File: config.mk
export PLATFORM = sky130hd
export DESIGN_NAME = packet_fifo_dedup_range_count_core_flat
export DESIGN_NICKNAME = d
export VERILOG_FILES = /design/src/pfdrc_pkg.sv /design/src/pfdrc_in_if.sv /design/src/pfdrc_out_if.sv /design/src/packet_fifo_dedup_range_count_core.sv /design/src/pfdrc_ram.sv /design/src/flat_wrapper.sv
export SDC_FILE = /design/constraint.sdc
export NUM_CORES = 2
export LEC_CHECK = 0
export BUFFER_PORTS_ARGS = -buffer_cell sky130_fd_sc_hd__buf_2
export CAP_MARGIN = 20
export CORE_ASPECT_RATIO = 0.7
export CORE_MARGIN = 2
export CORE_UTILIZATION = 37
export DETAILED_ROUTE_END_ITERATION = 10
export PLACE_DENSITY = 0.49
export SLEW_MARGIN = 20
export SYNTH_ARGS = -nofsm -noshare
export SYNTH_HDL_FRONTEND = slang
export SYNTH_SLANG_ARGS = --single-unit
File: constraint.sdc
create_clock -name clk -period 6.7 [get_ports clk]
set_input_delay 2.01 -clock clk [delete_from_list [all_inputs] [get_ports clk]]
set_output_delay 2.01 -clock clk [all_outputs]
set_load 0.01 [all_outputs]
File: src/pfdrc_pkg.sv
// Shared types and constants for the packet FIFO with duplicate check and range count.
`timescale 1ns / 1ps

package pfdrc_pkg;

  localparam int DEPTH_DEF = 64;
  localparam int LIMIT_W   = 7;
  localparam int COUNT_W   = 7;

  localparam logic [LIMIT_W-1:0] LIMIT_RESET = 7'd64;

  typedef enum logic [1:0] {
    OP_ADD     = 2'd0,
    OP_FORWARD = 2'd1,
    OP_COUNT   = 2'd2
  } opcode_t;

  typedef struct packed {
    logic [15:0] src;
    logic [15:0] dst;
    logic [31:0] ts;
  } pkt_t;

  localparam int PKT_W = $bits(pkt_t);

  typedef struct packed {
    logic [1:0]  opcode;
    logic [15:0] source;
    logic [15:0] destination;
    logic [31:0] timestamp;
    logic [31:0] start_time;
    logic [31:0] end_time;
  } in_item_t;

  typedef struct packed {
    logic               added;
    logic               forward_valid;
    logic [15:0]        out_source;
    logic [15:0]        out_destination;
    logic [31:0]        out_timestamp;
    logic [COUNT_W-1:0] match_count;
  } out_item_t;

endpackage

File: src/pfdrc_in_if.sv
// Request channel interface: valid, ready and one request word.
`timescale 1ns / 1ps

interface pfdrc_in_if;
  logic                valid;
  logic                ready;
  pfdrc_pkg::in_item_t data;

  modport source (output valid, output data, input ready);
  modport sink   (input valid, input data, output ready);
endinterface

File: src/pfdrc_out_if.sv
// Result channel interface: valid, ready and one result word.
`timescale 1ns / 1ps

interface pfdrc_out_if;
  logic                 valid;
  logic                 ready;
  pfdrc_pkg::out_item_t data;

  modport source (output valid, output data, input ready);
  modport sink   (input valid, input data, output ready);
endinterface

File: src/packet_fifo_dedup_range_count_core.sv
// Top level: bounded packet FIFO with duplicate rejection and destination/time range count.
`timescale 1ns / 1ps

// Requests arrive on in_ch (valid/ready) as one word holding an opcode and
// packet fields: add stores a packet unless an identical one is held,
// evicting the oldest when the occupancy limit is reached; forward pops the
// oldest packet; count returns how many held packets match a destination
// within an inclusive time window. One result word per request leaves on
// out_ch from an output register.
// Add and count walk every held entry through the packet RAM, one read per
// cycle into a single shared compare unit; forward reads only the oldest
// entry, and the unused opcode and any request on an empty FIFO read none.
// A new request is taken only once the current one has finished. The RAM
// read port sets the pace.
// in_ch.ready is high only while no request is in progress. A request may be
// accepted while the previous result still waits on out_ch; it holds at its
// final step until that result is taken, so nothing is lost under stall.
// cfg_we writes the occupancy limit (0 acts as 1, above DEPTH acts as DEPTH).
// Synchronous reset empties the FIFO and sets the limit to 64; RAM contents
// are not cleared since only occupied entries are ever read.
module packet_fifo_dedup_range_count_core #(
  parameter int DEPTH = pfdrc_pkg::DEPTH_DEF
) (
  input  logic                             clk,
  input  logic                             rst_n,
  pfdrc_in_if.sink                         in_ch,
  pfdrc_out_if.source                      out_ch,
  input  logic                             cfg_we,
  input  logic [pfdrc_pkg::LIMIT_W-1:0]    cfg_wdata
);

  localparam int PKT_W_LOCAL = pfdrc_pkg::PKT_W;
  localparam int PTR_W = (DEPTH > 1) ? $clog2(DEPTH) : 1;
  localparam int OCC_W = $clog2(DEPTH + 1);
  localparam int CMP_W = (OCC_W > pfdrc_pkg::LIMIT_W) ? OCC_W : pfdrc_pkg::LIMIT_W;
  localparam logic [PTR_W-1:0] LAST_PTR = PTR_W'(DEPTH - 1);

  typedef enum logic [1:0] {
    ST_IDLE = 2'b01,
    ST_SCAN = 2'b10
  } state_t;

  function automatic logic [PTR_W-1:0] wrap_inc(input logic [PTR_W-1:0] p);
    return (p == LAST_PTR) ? '0 : p + PTR_W'(1);
  endfunction

  state_t                          state_r, state_nxt;
  logic [pfdrc_pkg::LIMIT_W-1:0]   limit_r;
  logic [PTR_W-1:0]                head_r, head_nxt;
  logic [PTR_W-1:0]                tail_r, tail_nxt;
  logic [OCC_W-1:0]                occ_r, occ_nxt;
  logic [OCC_W-1:0]                scan_len_r, scan_len_nxt;
  logic [OCC_W-1:0]                issue_cnt_r, issue_cnt_nxt;
  logic [PTR_W-1:0]                scan_ptr_r, scan_ptr_nxt;
  logic                            rd_pend_r, rd_pend_nxt;
  logic                            dup_r, dup_nxt;
  logic [pfdrc_pkg::COUNT_W-1:0]   cnt_r, cnt_nxt;
  pfdrc_pkg::in_item_t             req_r;
  logic                            out_valid_r, out_valid_nxt;
  pfdrc_pkg::out_item_t            out_data_r, out_data_nxt;

  logic                            in_fire;
  logic                            rd_issue;
  logic                            out_free;
  logic                            done;
  logic                            ram_we;
  logic [PKT_W_LOCAL-1:0]          ram_rdata;
  pfdrc_pkg::pkt_t                 ent;
  pfdrc_pkg::pkt_t                 new_pkt;
  logic                            hit_dup;
  logic                            hit_cnt;
  logic [CMP_W-1:0]                lim_raw;
  logic [CMP_W-1:0]                eff_lim;

  assign in_fire  = in_ch.valid && in_ch.ready;
  assign in_ch.ready = (state_r == ST_IDLE);
  assign out_free = !out_valid_r || out_ch.ready;
  assign rd_issue = (issue_cnt_r != scan_len_r);
  assign done     = (state_r == ST_SCAN) && !rd_issue && !rd_pend_r && out_free;

  assign ent = pfdrc_pkg::pkt_t'(ram_rdata);
  assign new_pkt = '{src: req_r.source, dst: req_r.destination, ts: req_r.timestamp};

  // shared compare unit, fed by one RAM read per cycle
  assign hit_dup = (ent.src == req_r.source) && (ent.dst == req_r.destination) &&
                   (ent.ts == req_r.timestamp);
  assign hit_cnt = (ent.dst == req_r.destination) && (ent.ts >= req_r.start_time) &&
                   (ent.ts <= req_r.end_time);

  always_comb begin
    lim_raw = CMP_W'(limit_r);
    eff_lim = lim_raw;
    if (lim_raw == '0) begin
      eff_lim = CMP_W'(1);
    end else if (lim_raw > CMP_W'(DEPTH)) begin
      eff_lim = CMP_W'(DEPTH);
    end
  end

  assign ram_we = done && (req_r.opcode == pfdrc_pkg::OP_ADD) && !dup_r;

  pfdrc_ram #(
    .WIDTH (PKT_W_LOCAL),
    .DEPTH (DEPTH)
  ) u_store (
    .clk   (clk),
    .we    (ram_we),
    .waddr (tail_r),
    .wdata (new_pkt),
    .re    ((state_r == ST_SCAN) && rd_issue),
    .raddr (scan_ptr_r),
    .rdata (ram_rdata)
  );

  always_comb begin
    state_nxt     = state_r;
    head_nxt      = head_r;
    tail_nxt      = tail_r;
    occ_nxt       = occ_r;
    scan_len_nxt  = scan_len_r;
    issue_cnt_nxt = issue_cnt_r;
    scan_ptr_nxt  = scan_ptr_r;
    rd_pend_nxt   = 1'b0;
    dup_nxt       = dup_r;
    cnt_nxt       = cnt_r;
    out_valid_nxt = out_valid_r && !out_ch.ready;
    out_data_nxt  = out_data_r;

    unique case (state_r)
      ST_IDLE: begin
        if (in_fire) begin
          state_nxt     = ST_SCAN;
          issue_cnt_nxt = '0;
          scan_ptr_nxt  = head_r;
          dup_nxt       = 1'b0;
          cnt_nxt       = '0;
          case (in_ch.data.opcode) inside
            pfdrc_pkg::OP_ADD, pfdrc_pkg::OP_COUNT: scan_len_nxt = occ_r;
            pfdrc_pkg::OP_FORWARD: scan_len_nxt = (occ_r != '0) ? OCC_W'(1) : '0;
            default: scan_len_nxt = '0;
          endcase
        end
      end
      ST_SCAN: begin
        if (rd_issue) begin
          issue_cnt_nxt = issue_cnt_r + OCC_W'(1);
          scan_ptr_nxt  = wrap_inc(scan_ptr_r);
          rd_pend_nxt   = 1'b1;
        end
        if (rd_pend_r) begin
          if (hit_dup) begin
            dup_nxt = 1'b1;
          end
          if (hit_cnt) begin
            cnt_nxt = cnt_r + pfdrc_pkg::COUNT_W'(1);
          end
        end
        if (done) begin
          state_nxt     = ST_IDLE;
          out_valid_nxt = 1'b1;
          out_data_nxt  = '0;
          case (req_r.opcode)
            pfdrc_pkg::OP_ADD: begin
              if (!dup_r) begin
                out_data_nxt.added = 1'b1;
                tail_nxt = wrap_inc(tail_r);
                // at the limit: drop the oldest, occupancy holds
                if (CMP_W'(occ_r) >= eff_lim) begin
                  head_nxt = wrap_inc(head_r);
                end else begin
                  occ_nxt = occ_r + OCC_W'(1);
                end
              end
            end
            pfdrc_pkg::OP_FORWARD: begin
              if (scan_len_r != '0) begin
                out_data_nxt.forward_valid   = 1'b1;
                out_data_nxt.out_source      = ent.src;
                out_data_nxt.out_destination = ent.dst;
                out_data_nxt.out_timestamp   = ent.ts;
                head_nxt = wrap_inc(head_r);
                occ_nxt  = occ_r - OCC_W'(1);
              end
            end
            pfdrc_pkg::OP_COUNT: begin
              out_data_nxt.match_count = cnt_r;
            end
            default: begin
              out_data_nxt = '0;
            end
          endcase
        end
      end
      default: begin
        state_nxt = ST_IDLE;
      end
    endcase
  end

  always_ff @(posedge clk) begin
    if (!rst_n) begin
      state_r     <= ST_IDLE;
      limit_r     <= pfdrc_pkg::LIMIT_RESET;
      head_r      <= '0;
      tail_r      <= '0;
      occ_r       <= '0;
      scan_len_r  <= '0;
      issue_cnt_r <= '0;
      rd_pend_r   <= 1'b0;
      out_valid_r <= 1'b0;
    end else begin
      state_r     <= state_nxt;
      if (cfg_we) begin
        limit_r <= cfg_wdata;
      end
      head_r      <= head_nxt;
      tail_r      <= tail_nxt;
      occ_r       <= occ_nxt;
      scan_len_r  <= scan_len_nxt;
      issue_cnt_r <= issue_cnt_nxt;
      rd_pend_r   <= rd_pend_nxt;
      out_valid_r <= out_valid_nxt;
    end
  end

  always_ff @(posedge clk) begin
    if (in_fire) begin
      req_r <= in_ch.data;
    end
    scan_ptr_r <= scan_ptr_nxt;
    dup_r      <= dup_nxt;
    cnt_r      <= cnt_nxt;
    out_data_r <= out_data_nxt;
  end

  assign out_ch.valid = out_valid_r;
  assign out_ch.data  = out_data_r;

endmodule

File: src/pfdrc_ram.sv
// Generic simple dual-port RAM with registered read data.
`timescale 1ns / 1ps

module pfdrc_ram #(
  parameter int WIDTH = 64,
  parameter int DEPTH = 64,
  localparam int AW   = (DEPTH > 1) ? $clog2(DEPTH) : 1
) (
  input  logic             clk,
  input  logic             we,
  input  logic [AW-1:0]    waddr,
  input  logic [WIDTH-1:0] wdata,
  input  logic             re,
  input  logic [AW-1:0]    raddr,
  output logic [WIDTH-1:0] rdata
);

  logic [WIDTH-1:0] mem_r [DEPTH];
  logic [WIDTH-1:0] rdata_r;

  always_ff @(posedge clk) begin
    if (we) begin
      mem_r[waddr] <= wdata;
    end
    if (re) begin
      rdata_r <= mem_r[raddr];
    end
  end

  assign rdata = rdata_r;

endmodule
File: src/flat_wrapper.sv
// flat-port wrapper written by rule: the top's interface ports become plain ports
module packet_fifo_dedup_range_count_core_flat 
#(
  parameter int DEPTH = pfdrc_pkg::DEPTH_DEF
)
  (clk, rst_n, cfg_we, cfg_wdata, in_ch_valid, in_ch_data, in_ch_ready, out_ch_valid, out_ch_data, out_ch_ready);
  pfdrc_in_if in_ch_i ();
  pfdrc_out_if out_ch_i ();
  input  logic clk;
  input  logic rst_n;
  input  logic cfg_we;
  input  logic [pfdrc_pkg::LIMIT_W-1:0] cfg_wdata;
  input wire logic [$bits(in_ch_i.valid)-1:0] in_ch_valid;
  input wire logic [$bits(in_ch_i.data)-1:0] in_ch_data;
  output wire logic [$bits(in_ch_i.ready)-1:0] in_ch_ready;
  output wire logic [$bits(out_ch_i.valid)-1:0] out_ch_valid;
  output wire logic [$bits(out_ch_i.data)-1:0] out_ch_data;
  input wire logic [$bits(out_ch_i.ready)-1:0] out_ch_ready;
  assign in_ch_i.valid = in_ch_valid;
  assign in_ch_i.data = in_ch_data;
  assign in_ch_ready = in_ch_i.ready;
  assign out_ch_valid = out_ch_i.valid;
  assign out_ch_data = out_ch_i.data;
  assign out_ch_i.ready = out_ch_ready;
  packet_fifo_dedup_range_count_core #(.DEPTH(DEPTH)) u_core (.clk(clk), .rst_n(rst_n), .in_ch(in_ch_i), .out_ch(out_ch_i), .cfg_we(cfg_we), .cfg_wdata(cfg_wdata));
endmodule
# --- Word-level counts from Yosys, hierarchy flattened ---
# Memories as Yosys holds them, arrays and structs flattened. A register that Yosys moved wholly into a read port is not among the register bits.
# Cells that the tools add are included.
word_totals:
  reg_bits: 261
  latchBits: 0
  mem_bits_rw: 4096
  mem_bits_ro: 0
  in_bits: 142
  output_inout_bits: 75
  word_cells: 136
  n_memories: 1
op_classes:
  addsub: 7
  mul: 0
  div_mod_pow: 0
  magnitude_cmp: 4
  eq_ne: 23
  shift: 0
  muxes: 39
  bitwise: 1
  reduce_logical: 37
mem_list:
  columns: ["memory", "depth", "word_bits", "rd", "rd_ports_with_merged_regs", "write_ports", "line", "text"]
  rows:
  - ["u_core.u_store.mem_r", 64, 64, 1, 1, 1, "pfdrc_ram.sv:18", "logic [WIDTH-1:0] mem_r [DEPTH];"]
ops:
  columns: ["op", "n"]
  rows:
  - ["two-way mux 7 bit", 11]
  - ["two-way mux 65 bit", 1]
  - ["two-way mux 6 bit", 8]
  - ["case mux 7 bit (2 select lines)", 3]
  - ["== test 16 bit", 2]
  - ["== test 32 bit", 1]
  - [">= comparator 32 bit", 1]
  - ["less-or-equal comparator 32 bit", 1]
  - ["case mux 6 bit (2 select lines)", 2]
  - ["adder 7 x 1 -> 7 bit, second input constant", 3]
  - ["adder 6 x 1 -> 6 bit, second input constant", 3]
  - ["== test 6 bit, second input constant", 3]
  - ["nonzero test 7 bit", 2]
  - ["logical AND 1 bit", 12]
  - ["inequality test 2 x 1 -> 1 bit, second input constant", 6]
  - ["AND reduction 4 bit", 3]
  - ["AND reduction 6 bit", 2]
  - ["two-way mux 1 bit", 10]
  - ["AND reduction 2 bit", 5]
  - ["inequality test 2 bit, second input constant", 4]
  - [">= comparator 7 bit", 1]
  - ["> comparator 7 bit, second input constant", 1]
  - ["zero test 7 bit", 1]
  - ["inequality test 7 bit", 1]
  - ["other kinds (13)", 24]

# --- Depth between registers and ports, before layout ---
logic_depth:
  depth_word: 9
  mapped_depth: 10

# --- By module ---
# From an unflattened synthesis, not the netlist that was laid out.
unflattened:
  cells_unflattened: 7535
  area_unflattened_um2: 169005.8
modules_own_cells:
  columns: ["module", "instances", "cells_each", "area_each_um2"]
  rows:
  - ["pfdrc_ram", 1, 6598, 156971.8]
  - ["packet_fifo_dedup_range_count_core", 1, 937, 12034.0]

# --- Worst setup path before layout ---
# No wires, ideal clock.
synth_timing:
  kind: "input port to flip-flop"
  from: "in out_ch_ready"
  to: "mem u_core.u_store.mem_r[59][0] (enable)"
  arrival_time_ns: 5.749
  required_ns: 6.213
  path_slack_ns: 0.464
  cell_stages: 7
  path_buffers: 1
  path_cell_list: "nand2b_1 and3b_1 and4_1 buf_4 and2b_1 nand3_1 nor2_1"
synth_via:
  elab_chain_len: 6
synth_lines:
  columns: ["item", "line", "text"]
  rows:
  - ["from (decl)", "flat_wrapper.sv:18", "input wire logic [$bits(out_ch_i.ready)-1:0] out_ch_ready;"]
  - ["logical OR 1 bit", "packet_fifo_dedup_range_count_core.sv:77", "assign out_free = !out_valid_r || out_ch.ready;"]
  - ["logical AND 1 bit", "packet_fifo_dedup_range_count_core.sv:79", "assign done = (state_r == ST_SCAN) && !rd_issue && !rd_pend_r && out_free;"]
  - ["logical AND 1 bit (2 in a row)", "packet_fifo_dedup_range_count_core.sv:100", "assign ram_we = done && (req_r.opcode == pfdrc_pkg::OP_ADD) && !dup_r;"]
  - ["two-way mux 1 bit", "pfdrc_ram.sv:22", "if (we) begin"]
  - ["two-way mux 1 bit (not written as such)", "pfdrc_ram.sv:23", "mem_r[waddr] <= wdata;"]
  - ["to (decl)", "pfdrc_ram.sv:18", null]
# No other way between the ends.

# --- Worst setup path after layout ---
layout_timing:
  from: "in out_ch_ready"
  to: "mem u_core.u_store.mem_r[28][51] (enable)"
# The elaborated chain is that of the path after synthesis.

==> impl_metrics.json <==
{
  "outcome": "complete, no violations",
  "p_per_area_mw_per_mm2": 323,
  "root_buffer": "clkbuf_16",
  "slowest_delay_ns": 0.72,
  "synth-edff-count": 4377,
  "ys_ff_latch": 4421,
  "ys_types": 64,
  "maxSlewHeadroom_pct": 27.1,
  "fin_ws_ns": 2.21,
  "place_congestion": 0.802,
  "areaGrowthSynthToFinish_pct": 15.0,
  "ys_top_cells_by_area": "edfxtp_1 (78%), mux4_2 (17%), ha_1 (0.62%)",
  "fin_crit_sh_pct": 67.1,
  "post-place-ws_ns": 1.21,
  "crit_chain": "buf_2 -> nand2b_1 -> and3b_1 -> and4_1 -> nand3_1 -> buf_4 -> nor2_4 -> buf_12",
  "route.vias.total": 79762,
  "clock.fmax_mhz": 223,
  "cts_hold_buffers": 0,
  "layout-drive-gt1-share_pct": 31.5,
  "grt_max_degree": 93,
  "wire_per_inst_um": 35.1,
  "path_max_fanout": 37,
  "grt_use_total_pct": 21.0,
  "start_util_pct": 37.1,
  "endpoint_kind": "flip-flop",
  "synth_area_per_cell_um2": 24.2,
  "synth_commonest_cells": "edfxtp_1 (4377), mux4_2 (1280), clkbuf_1 (190)",
  "cts.sinks": 4421,
  "via_per_inst": 5.67,
  "yosysSeqAreaShare_pct": 78.4,
  "leakagePower_nw": 59.9,
  "place_inst": 13261,
  "fp.dieH_um": 569,
  "ys.flop_type": "edfxtp_1",
  "synth_area_mm2": 0.169,
  "cts_tree": "yes",
  "power_mw": 62.6,
  "hp-class": "flip-flop to flip-flop",
  "fin_nets": 7862,
  "synth_cells": 6985,
  "critical-path-top-delay-family": "simple AND/OR/NAND/NOR gates",
  "synth_warnings": 0,
  "ant_nets": 0,
  "rsz0062_at_grt": "no",
  "tightest_slew_ns": 1.09,
  "clkTransAtPathRegs_ns": 0.06,
  "die_w_um": 811,
  "cts_buffers": 433,
  "place_area_mm2": 0.180,
  "path_class": "primary input to flip-flop",
  "cts_max_level": 5,
  "finalCriticalPeriod_ns": 4.49,
  "tns_ns": 0,
  "finClkSkew_ns": 0.0599,
  "clkLatencyLatePin_ns": 1.04,
  "synth_top_cell_by_area": "edfxtp_1",
  "path_depth": 8,
  "antenna_found_initial": 46,
  "r2r_cells": 7,
  "grt-ovfl-total": 0,
  "grt_pass1_vias": 79171,
  "drt-pass1-iter-count": 5,
  "rows": 207,
  "dp.final_hpwl_um": 296000,
  "synth_top_area_share_pct": 77.9,
  "drc": 0,
  "wirelength_um": 493000,
  "die-area_mm2": 0.462,
  "core_mm2": 0.454,
  "holdPathStages": 2,
  "hold_viol": 0,
  "fin_util_pct": 42.7,
  "synthesis.nets": 7211,
  "crit_buf_inv": 3,
  "post_cts_resized": 0,
  "drv_slew": 0,
  "slowest_stage": "and4_1",
  "ff2ff_setup_slack_ns": 2.45,
  "grt_pass1_wl_um": 673000,
  "final_cell_area_mm2": 0.194,
  "ir_drop_v": 0.000241,
  "postCtsSetupBuffers": 0,
  "cap_violations": 0,
  "portBuffers": 216,
  "yosysMostFrequentCell": "edfxtp_1",
  "cp.arrival_ns": 5.15,
  "drt_iter0_markers": 10549,
  "cp-start-kind": "primary input",
  "instances_no_fill": 14065,
  "pin_count": 217,
  "worstPathRequired_ns": 7.36,
  "cts_buffer_depth": 4,
  "setup_violations": 0,
  "hold_ws_ns": 0.497,
  "async_flop_share_pct": 0
}
## cells in the final DEF (no fill, tap or decap), types with 5 or more instances in the layout
cell type   synthesis  routed
nor3b_1             5       5
clkinv_1            0     113
a21o_1              7       7
bufinv_16           0      32
buf_4               2     244
nand2_1            99      99
nand4_1            31      31
buf_12              0      98
clkbuf_16           0     437
dfxtp_1            44      44
xor2_1             18      18
inv_1              74      72
nor2_4              0      65
a211oi_1            5       5
a21oi_1            47      46
mux4_2           1280    1280
a22oi_1           129     129
edfxtp_1         4377    4377
nor2b_1            15      13
and2_1             82      80
xnor2_1            73      70
clkinvlp_4          0      11
clkinv_8            0       7
o21ai_0            24      23
nor4_1              7       6
inv_6               0      11
clkbuf_1          190      86
nand2b_1            8       8
clkinv_16           0       5
nor2_1            115      50
mux2i_1            11      11
nor3_1              9       8
buf_2             108     216
o31ai_1             5       5
ha_1               83      83
nand3_1            30      30
clkinv_2            0      72
a31oi_1             6       5
diode_2             0      21
## sequential cells by signal, summed over array words and instances, names as in the netlist
name,cells
u_core.cnt_r,7
u_core.dup_r,1
u_core.head_r,6
u_core.issue_cnt_r,7
u_core.lim_raw,7
u_core.new_pkt,64
u_core.occ_r,7
u_core.out_ch.data,73
u_core.out_ch.valid,1
u_core.rd_pend_r,1
u_core.req_r,66
u_core.scan_len_r,7
u_core.scan_ptr_r,6
u_core.state_r,2
u_core.tail_r,6
u_core.u_store.mem_r,4096
u_core.u_store.rdata,64
## metal layers
metal  up-vias  GRT usage, %  share of wire (%)
met5         -             0                  0
met4         0          3.28                1.4
met3       477          3.77                7.7
met2      3123          30.9                 44
met1     44722          33.3                 47
li1      31440             -                  -
## tightest hold or removal path, cell delays in order (launching register included)
cell	delay [ns]
dfxtp_1	0.32
inv_1	0.07
a21oi_1	0.06
## report_power, final
part | total [mW] | internal (mW) | leakage [nW] | switching (mW)
sequential | 30.9 | 30.8 | 39.9 | 0.119
combinational | 7.88 | 3.19 | 13.4 | 4.69
clock | 23.8 | 13.2 | 6.61 | 10.6
## layout make-up
cell class              instances  area, µm²
fillers                     38740     260000
flip-flops and latches       4421     132000
multi-input cells            2146      35300
clock buffers                 523      11300
well taps                    6061       7580
repair buffers                560       4900
clock inverters               259       2300
inverters                      74        288
diodes                         21       52.6
## kinds of logic after synthesis
logic type | share of synthesized area, %
AO/OA/AOI/OAI | 1.03
XOR/XNOR | 0.472
adder cells (fa/ha/maj) | 0.627
buffers and inverters | 1.01
flip-flops | 78.4
multiplexers | 17.2
AND/OR/NAND/NOR | 1.27
## worst paths after layout
path	endpoint	from
worst min-delay path	u_core.state_r[1]$_SDFFE_PN0P_	u_core.state_r[1]$_SDFFE_PN0P_
worst max register to register	u_core.u_store.mem_r[28][51]$_DFFE_PP_	u_core.issue_cnt_r[3]$_SDFFE_PN0P_
worst max-delay path	u_core.u_store.mem_r[28][51]$_DFFE_PP_	out_ch_ready
worst min register to register	u_core.state_r[1]$_SDFFE_PN0P_	u_core.state_r[1]$_SDFFE_PN0P_
Note: power is estimated with default switching activity, not from simulation.
